File: config.mk
export PLATFORM = sky130hd
export DESIGN_NAME = ccs_ctrl
export DESIGN_NICKNAME = d
export VERILOG_FILES = /design/src/rtl/ccs_pkg.sv /design/src/rtl/ccs_ctrl.sv
export SDC_FILE = /design/constraint.sdc
export NUM_CORES = 1
export LEC_CHECK = 0
export BUFFER_PORTS_ARGS = -buffer_cell sky130_fd_sc_hd__buf_2
export CORE_AREA = 10 10 47 49
export CTS_CLUSTER_SIZE = 40
export DETAILED_ROUTE_END_ITERATION = 8
export DIE_AREA = 0 0 57 59
export SKIP_LAST_GASP = 1
export SYNTH_ARGS = -nofsm -noshare
export SYNTH_HDL_FRONTEND = slang
export SYNTH_SLANG_ARGS = --single-unit
export TNS_END_PERCENT = 100
File: constraint.sdc
create_clock -name clk_i -period 1.8 [get_ports clk_i]
set_input_delay 0.27 -clock clk_i [delete_from_list [all_inputs] [get_ports clk_i]]
set_output_delay 0.27 -clock clk_i [all_outputs]
set_load 0.01 [all_outputs]
File: src/rtl/ccs_pkg.sv
// Package for the containing cube search block.
// Holds the beat payload types, command and status codes, and the
// controller/datapath command and status structs. No dependencies.
package ccs_pkg;

  localparam int unsigned CUBE_W   = 63;
  localparam int unsigned CMD_W    = 2;
  localparam int unsigned STATUS_W = 2;
  localparam int unsigned INDEX_W  = 10;
  localparam int unsigned DIGIT_W  = 5;

  localparam logic [DIGIT_W-1:0] DIGIT_RST = 5'd30;

  // Command codes carried in the input beat.
  localparam logic [CMD_W-1:0] CMD_LOAD  = 2'd0;
  localparam logic [CMD_W-1:0] CMD_QUERY = 2'd1;
  localparam logic [CMD_W-1:0] CMD_CLEAR = 2'd2;

  // Status codes carried in the output beat.
  localparam logic [STATUS_W-1:0] STS_FOUND    = 2'd0;
  localparam logic [STATUS_W-1:0] STS_MISS     = 2'd1;
  localparam logic [STATUS_W-1:0] STS_DROPPED  = 2'd2;

  typedef struct packed {
    logic [CMD_W-1:0]  command;
    logic [CUBE_W-1:0] cube_bits;
  } in_beat_t;

  typedef struct packed {
    logic [STATUS_W-1:0] status;
    logic [INDEX_W-1:0]  cube_index;
  } out_beat_t;

  typedef enum logic [1:0] {
    ST_IDLE,
    ST_SCAN,
    ST_RESULT
  } ccs_state_e;

  // Commands from the controller to the datapath.
  typedef struct packed {
    logic store;
    logic clear;
    logic query_start;
    logic scan;
    logic set_found;
    logic set_miss;
    logic set_full;
    logic out_load;
  } ccs_cmd_t;

  // Status from the datapath to the controller.
  typedef struct packed {
    logic full;
    logic empty;
    logic hit;
    logic last;
  } ccs_sts_t;

endpackage

File: src/rtl/ccs_ctrl.sv
// Controller state machine of the containing cube search block.
// Depends on ccs_pkg for the state enum and the command/status structs.
module ccs_ctrl
  import ccs_pkg::*;
(
  input  logic             clk_i,
  input  logic             rst_ni,
  input  logic             in_valid_i,
  input  logic [CMD_W-1:0] command_i,
  output logic             in_stall_o,
  output logic             out_valid_o,
  input  logic             out_stall_i,
  input  ccs_sts_t         sts_i,
  output ccs_cmd_t         cmd_o
);

  ccs_state_e state_q, state_d;
  logic       out_valid_q, out_valid_d;
  logic       accept;
  logic       out_free;

  assign accept   = in_valid_i && (state_q == ST_IDLE);
  assign out_free = !out_valid_q || !out_stall_i;

  always_comb begin
    state_d = state_q;
    case (state_q)
      ST_IDLE: begin
        if (accept) begin
          case (command_i)
            CMD_LOAD:  state_d = sts_i.full ? ST_RESULT : ST_IDLE;
            CMD_QUERY: state_d = sts_i.empty ? ST_RESULT : ST_SCAN;
            default:   state_d = ST_IDLE;
          endcase
        end
      end
      ST_SCAN: begin
        if (sts_i.hit || sts_i.last) begin
          state_d = ST_RESULT;
        end
      end
      ST_RESULT: begin
        if (out_free) begin
          state_d = ST_IDLE;
        end
      end
      default: state_d = ST_IDLE;
    endcase
  end

  always_comb begin
    cmd_o = '0;
    case (state_q)
      ST_IDLE: begin
        if (accept) begin
          case (command_i)
            CMD_LOAD: begin
              cmd_o.store    = !sts_i.full;
              cmd_o.set_full = sts_i.full;
            end
            CMD_QUERY: begin
              cmd_o.query_start = 1'b1;
              cmd_o.set_miss    = sts_i.empty;
            end
            CMD_CLEAR: cmd_o.clear = 1'b1;
            default: ;
          endcase
        end
      end
      ST_SCAN: begin
        cmd_o.scan      = 1'b1;
        cmd_o.set_found = sts_i.hit;
        cmd_o.set_miss  = !sts_i.hit && sts_i.last;
      end
      ST_RESULT: cmd_o.out_load = out_free;
      default: ;
    endcase
  end

  assign out_valid_d = cmd_o.out_load || (out_valid_q && out_stall_i);

  always_ff @(posedge clk_i or negedge rst_ni) begin
    if (!rst_ni) begin
      state_q     <= ST_IDLE;
      out_valid_q <= 1'b0;
    end else begin
      state_q     <= state_d;
      out_valid_q <= out_valid_d;
    end
  end

  assign in_stall_o  = (state_q != ST_IDLE);
  assign out_valid_o = out_valid_q;

endmodule

## Word-level counts from Yosys, hierarchy flattened

Cells that the tools add are included.

- Logic and storage cells: 42
- Bits in registers: 3
- Input port bits: 10
- Output and inout bits: 10

- Multiplexer cells: 19
- Eq/ne operators: 7
- Reduce and logical (&&, ||, !) cells: 14

Operators by type and width:

| operator | count |
|---|---|
| two-way mux 2 bit | 7 |
| two-way mux 1 bit | 7 |
| two-way mux 3 bit | 2 |
| inequality test 2 bit, second input constant | 3 |
| one-hot mux 2 bit (3 select lines) | 1 |
| equality test 2 x 1 -> 1 bit, second input constant | 2 |
| equality test 2 bit, second input constant | 2 |
| zero test 1 bit | 4 |
| zero test 2 bit | 2 |
| one-hot mux 2 bit (2 select lines) | 1 |
| logical AND 1 bit | 3 |
| logical OR 1 bit | 3 |
| AND reduction 3 bit | 1 |
| one-hot mux 1 bit (2 select lines) | 1 |
| nonzero test 2 bit | 1 |

## Logic depth before layout (Yosys ltp)

Gate-level depths: netlist (run 1).

- Depth in word-level cells: 4
- Gate-level depth with buffers: 4

## Worst setup path before layout (run 1)

OpenSTA, ideal clock, no wires.

- Path kind: register to output
- Start point: reg state_q[0]
- End point: out cmd_o[7] (netlist name)
- Slack: 0.209 ns
- Stages on the path, launching flop included: 4
- Arrival time: 1.321 ns
- Required time: 1.530 ns
- Path through: dfrtp_1 -> or2_4 -> or3b_4 -> nor3_1

RTL lines:

| what | line | RTL |
|---|---|---|
| start, declared | ccs_ctrl.sv:17 | `ccs_state_e state_q, state_d;` |
| start signal, assigned | ccs_ctrl.sv:87 | `state_q <= state_d;` |
| end, declared | ccs_ctrl.sv:14 | `output ccs_cmd_t cmd_o` |

==> impl_results.md, run 1 <==
* Status: complete, no violations
* Post-synthesis cell count at 25
* Reg2Reg Depth at 3
* Final nets at 63
* Worst relative slew slack at 0.848
* Post-DR wirelength/cell at 12.2 um
* Cell internal pwr at 0.201 mW
* Layout area overhead at 82.3%
* Final worst path period share at 0.996
* Tot GR Track Use at 0.0511
* Leakage power at 0.232 nW
* Die Area at 3360 um^2
* Via count at 288
* Max-slew violations at 0
* Multi-input logic area at 143 um^2
* Finished Cell Area at 399 um^2
* Clock-pin slew on the worst setup and hold paths at 40 ps
* Ports at 20
* Synth Net Count at 35
* Ant diodes at 0
* Distinct cells, synth at 18
* Final WL at 832 um
* Clock Skew at 2.43 ps
* Peak Freq at 558 MHz
* Post-Syn Area at 219 um^2
* Initial antenna violation count at 0
* Ratio of cells with drive above 1 in the final layout at 0.558
* Crit-path max FO at 3
* Die X at 57 um
* Vias per inst at 4.24
* Largest net degree at the start of global routing at 6
* Design Power at 0.278 mW
* Vias in the first global route at 314
* Effective utilization at floorplan at 0.156
* CTS max path bufs at 2
* Hold Path Depth at 2
* Port bufs at 19
* First-pass GRT wire length at 1.30 mm
* Residual DRC at 0
* Sequential Power Share at 0.285
* Worst Max-Slew Pin Slew at 228 ps
* DP HPWL at 703 um
* CTS Buf Count at 3
* Peak VDD IR at 0.000178 V
* Tmin final at 1790 ps
* Clock power frac at 0.414
* Max Cap Viol at 0
* Row count at 14
* Filler cells at 158
* Gr ovfl total at 0
* Drt first-iter violations at 6
* Tightest Hold Check Type: input port to register
* Startpoint class of the critical path: register
* DR pass1 iterations at 5
* Routability cong. at 0.672
* Worst EP arrival at 1520 ps
* Flops & latches, synth at 3
* Sw frac at 0.278
* Power Density at 698 nW/um^2
* Switching power of the nets at 0.0775 mW
* Routed Antenna Nets at 0
* Comb pwr share at 0.302
* H-tree levels at 1
* Syn_area_per_cell at 8.76 um^2
* Final setup viols at 0
* CTS tree: done
* Critical path endpoint category: output port
* Storage element area at 75.1 um^2
* Setup TNS at 0 ps
* Clock latency at the later pin of the worst-skew pair at 230 ps
* Seq/Total Area, Yosys at 0.343
* Chip height at 59 um
* Clock Sinks at 3
* RSZ-0062 raised after global routing: yes
* Req. time, crit path at 1530 ps
* Hold Vio Cnt, Final at 0
* Syn. warnings at 0
* Cell Area, Placed at 334 um^2
* Core area at 1400 um^2
* CP Class: register to output port
* Root Buffer: clkbuf_4
cells by family after synthesis:
logic type      count (synthesis)  share of synthesized area
buf+inv                         2                     0.0343
simple gates                   14                      0.411
mux                             1                     0.0457
compound gates                  5                      0.166
flops                           3                      0.343
layout by cell type (no fill, tap or decap), drive strengths merged:
master,n
mux2i,1
nor4b,1
or2,1
and2,1
or2b,1
nand2,4
clkbuf,4
nor3b,1
dfrtp,3
buf,22
nor3,2
or3b,1
o32ai,1
o21ai,1
a22o,1
a21oi,1
nor2,1
dlygate4sd3,1
nand2b,1
inv,2
o221ai,1
through the flow:
step | utilization | setup WS (ps) | hold slack [ps] | std cells
floorplan | - | 209 | -25.6 | 25
global placement | 0.238 | 182 | 66.8 | 60
detailed placement | 0.238 | 163 | 67.2 | 60
CTS | 0.280 | -9.33 | 250 | 68
global route | 0.285 | -66.4 | 258 | 68
finish | 0.285 | 7.57 | 265 | 68
critical path, cell delays in order, from the launching register on:
cell and delay [ps]:
dfrtp_1 370, or2_4 250, or3b_4 390, nor3b_2 150
buf_2 140
power by group through the flow:
stage | Clock [mW] | Combinational [mW] | Sequential [mW]
after global placement | 0 | 0.0710 | 0.0809
after global routing | 0.126 | 0.0933 | 0.0813
after floorplan | 0 | 0.0336 | 0.0830
final | 0.115 | 0.0840 | 0.0792
after detailed placement | 0 | 0.0723 | 0.0813
after CTS | 0.122 | 0.0846 | 0.0791
worst paths after layout:
kind | startpoint | endpoint | slack [ps]
worst min register to register | out_valid_o | out_valid_o | 530
max in group asynchronous | rst_ni | out_valid_o | 1310
min in group asynchronous | rst_ni | state_q[1] | 380
worst max-delay path | state_q[1] | cmd_o[1] | 8
worst min-delay path | sts_i[2] | state_q[0] | 260
worst max register to register | state_q[1] | state_q[1] | 550
cell usage after synthesis (all sizes together):
library cell  count  area (um^2)
nand2             4         15.0
dfrtp             3         75.1
inv               2         7.51
nor3              2         10.0
a21oi             1         5.00
a22o              1         8.76
and2              1         6.26
mux2i             1         10.0
nand2b            1         6.26
nor2              1         3.75
nor3b             1         12.5
nor4b             1         8.76
o21ai             1         5.00
o221ai            1         8.76
o32ai             1         8.76
or2               1         8.76
or2b              1         7.51
or3b              1         11.3
registers in the layout (all words and copies together), names as in the netlist:
register,cells
state_q,2
out_valid_o,1
metal layers:
layer / up-vias / wire (um) / part of all wire / track usage
met3: 0 / 116 / 0.14 / 0.0365
met5: - / 0 / 0 / 0
met4: 0 / 0 / 0 / 0.0403
met2: 14 / 443 / 0.53 / 0.0930
li1: 144 / - / - / -
met1: 130 / 271 / 0.33 / 0.0346
final cells by class:
| type | instances | area share |
|---|---|---|
| clock buffers | 4 | 0.0658 |
| flip-flops and latches | 3 | 0.188 |
| multi-input cells | 20 | 0.357 |
| inverters | 2 | 0.0188 |
| repair buffers | 23 | 0.320 |
| well taps | 16 | 0.0502 |
timing repair:
action / 4_1_cts / 5_1_grt
buffers inserted: 3 / 0
pin swaps: 3 / 0
hold endpoints to repair: 3 / 0
hold buffers: 1 / 0
gates resized for setup: 0 / 1
endpoints found under the setup margin: 2 / 3
No activity file was read; power rests on OpenSTA's default activity.
==> run 2: changes to the inputs <==
Settings changed: REMOVE_ABC_BUFFERS from default to 1.
Clock period 1.8 ns to 1.9 ns, I/O delays scaled along.
==> impl_results.md, run 2 (same netlist as run 1, synthesis figures left out) <==
* Status: complete, no violations
* Final worst path period share at 0.978
* RSZ-0062 raised after global routing: yes
* Setup TNS at 0 ps
* CP top delay family: simple AND/OR/NAND/NOR gates
* Max-slew violations at 0
* Worst EP arrival at 1570 ps
* CTS tree: done
* Effective utilization at floorplan at 0.156
* DR pass1 iterations at 5
* Clock Skew at 0.0966 ps
* Ratio of cells with drive above 1 in the final layout at 0.540
* Drt first-iter violations at 7
* Routed Antenna Nets at 0
* Most frequent cells in the layout: buf_2, nand2_1, clkbuf_4, dfrtp_1
* CTS max path bufs at 2
* Routability cong. at 0.672
* Most flop-heavy register: state_q
* Max Cap Viol at 0
* Chip height at 59 um
* Setup slack after layout at 41.0 ps
* Peak VDD IR at 0.000160 V
* Gr ovfl total at 0
* DP HPWL at 703 um
* Tot GR Track Use at 0.0494
* Clock-pin slew on the worst setup and hold paths at 30 ps
* Commonest non-fill, non-tap cell in the layout: buf_2
* Vias in the first global route at 299
* Ports at 20
* Tmin final at 1860 ps
* Root Buffer: clkbuf_4
* Residual DRC at 0
* Cell Chain, Critical Path: or2_4 -> or3b_4 -> nor3b_2 -> buf_2
* Peak Freq at 538 MHz
* Req. time, crit path at 1620 ps
* CTS Buf Count at 3
* Largest net degree at the start of global routing at 6
* Ant diodes at 0
* Filler cells at 161
* Power Density at 666 nW/um^2
* CP max stage delay at 400 ps
* Pre-CTS WS at 248 ps
* Worst path buffer plus inverter count at 1
* Number of flip-flops in the largest register at 2
* Die Area at 3360 um^2
* Layout area overhead at 75.4%
* Clock latency at the later pin of the worst-skew pair at 230 ps
* Worst relative slew slack at 0.848
* H-tree levels at 1
* Post-DR wirelength/cell at 12.3 um
* Crit-path max FO at 4
* Worst path slowest cell: dfrtp_1
* Final nets at 61
* Die X at 57 um
* Row count at 14
* Core area at 1400 um^2
* Startpoint class of the critical path: register
* CP Class: register to output port
* Final setup viols at 0
* Port bufs at 19
* Initial antenna violation count at 0
* Worst Max-Slew Pin Slew at 227 ps
* Via count at 290
* Hold Vio Cnt, Final at 0
* Tightest Hold Check Type: input port to register
* Critical path endpoint category: output port
* First-pass GRT wire length at 1.25 mm
* Leakage power at 0.222 nW
* Clock Sinks at 3
* Final WL at 814 um
* Vias per inst at 4.39
run 2: final timing paths:
path / start / to / slack, ps / depth (start not counted)
min in group asynchronous: rst_ni / state_q[1] / 390 / 2
worst max register to register: state_q[1] / state_q[1] / 630 / 3
worst min register to register: out_valid_o / out_valid_o / 530 / 2
worst max-delay path: state_q[1] / cmd_o[1] / 40 / 4
max in group asynchronous: rst_ni / state_q[0] / 1400 / 2
worst min-delay path: sts_i[2] / state_q[0] / 280 / 2
run 2: area by class of cell:
| type | count | area, um^2 | area share |
|---|---|---|---|
| clock buffer | 4 | 26.3 | 0.0684 |
| inverter | 2 | 7.51 | 0.0195 |
| multi-input combinational | 20 | 143 | 0.371 |
| sequential | 3 | 75.1 | 0.195 |
| tap | 16 | 20.0 | 0.0521 |
| timing repair buffer | 21 | 113 | 0.293 |
run 2: metrics by stage:
stage / power (mW) / utilization / cells / hold WS [ps] / instance area (um^2)
global placement: 0.144 / 0.238 / 60 / 81.8 / 334
floorplan: 0.110 / - / 25 / -10.6 / 219
detailed placement: 0.146 / 0.238 / 60 / 82.2 / 334
CTS: 0.263 / 0.270 / 66 / 265 / 378
finish: 0.256 / 0.274 / 66 / 279 / 384
global route: 0.276 / 0.274 / 66 / 273 / 384
run 2: repair_timing:
item	CTS	global route
buffers inserted	1	0
pin swaps	0	1
endpoints found under the hold margin	3	0
hold buffers	1	0
gates resized for setup	0	1
endpoints found under the setup margin	1	3
run 2: where the power goes:
group	internal [mW]	leakage, nW	total, mW	switching, mW
clock network	0.0785	0.0150	0.108	0.0299
logic	0.0347	0.167	0.0709	0.0362
registers	0.0712	0.0399	0.0764	0.00512
run 2: routing by layer:
metal	global-route usage	vias up	wire length (um)
met4	0.0403	0	4
met5	0	-	0
li1	-	140	-
met1	0.0346	130	266
met2	0.0868	18	423
met3	0.0365	2	119
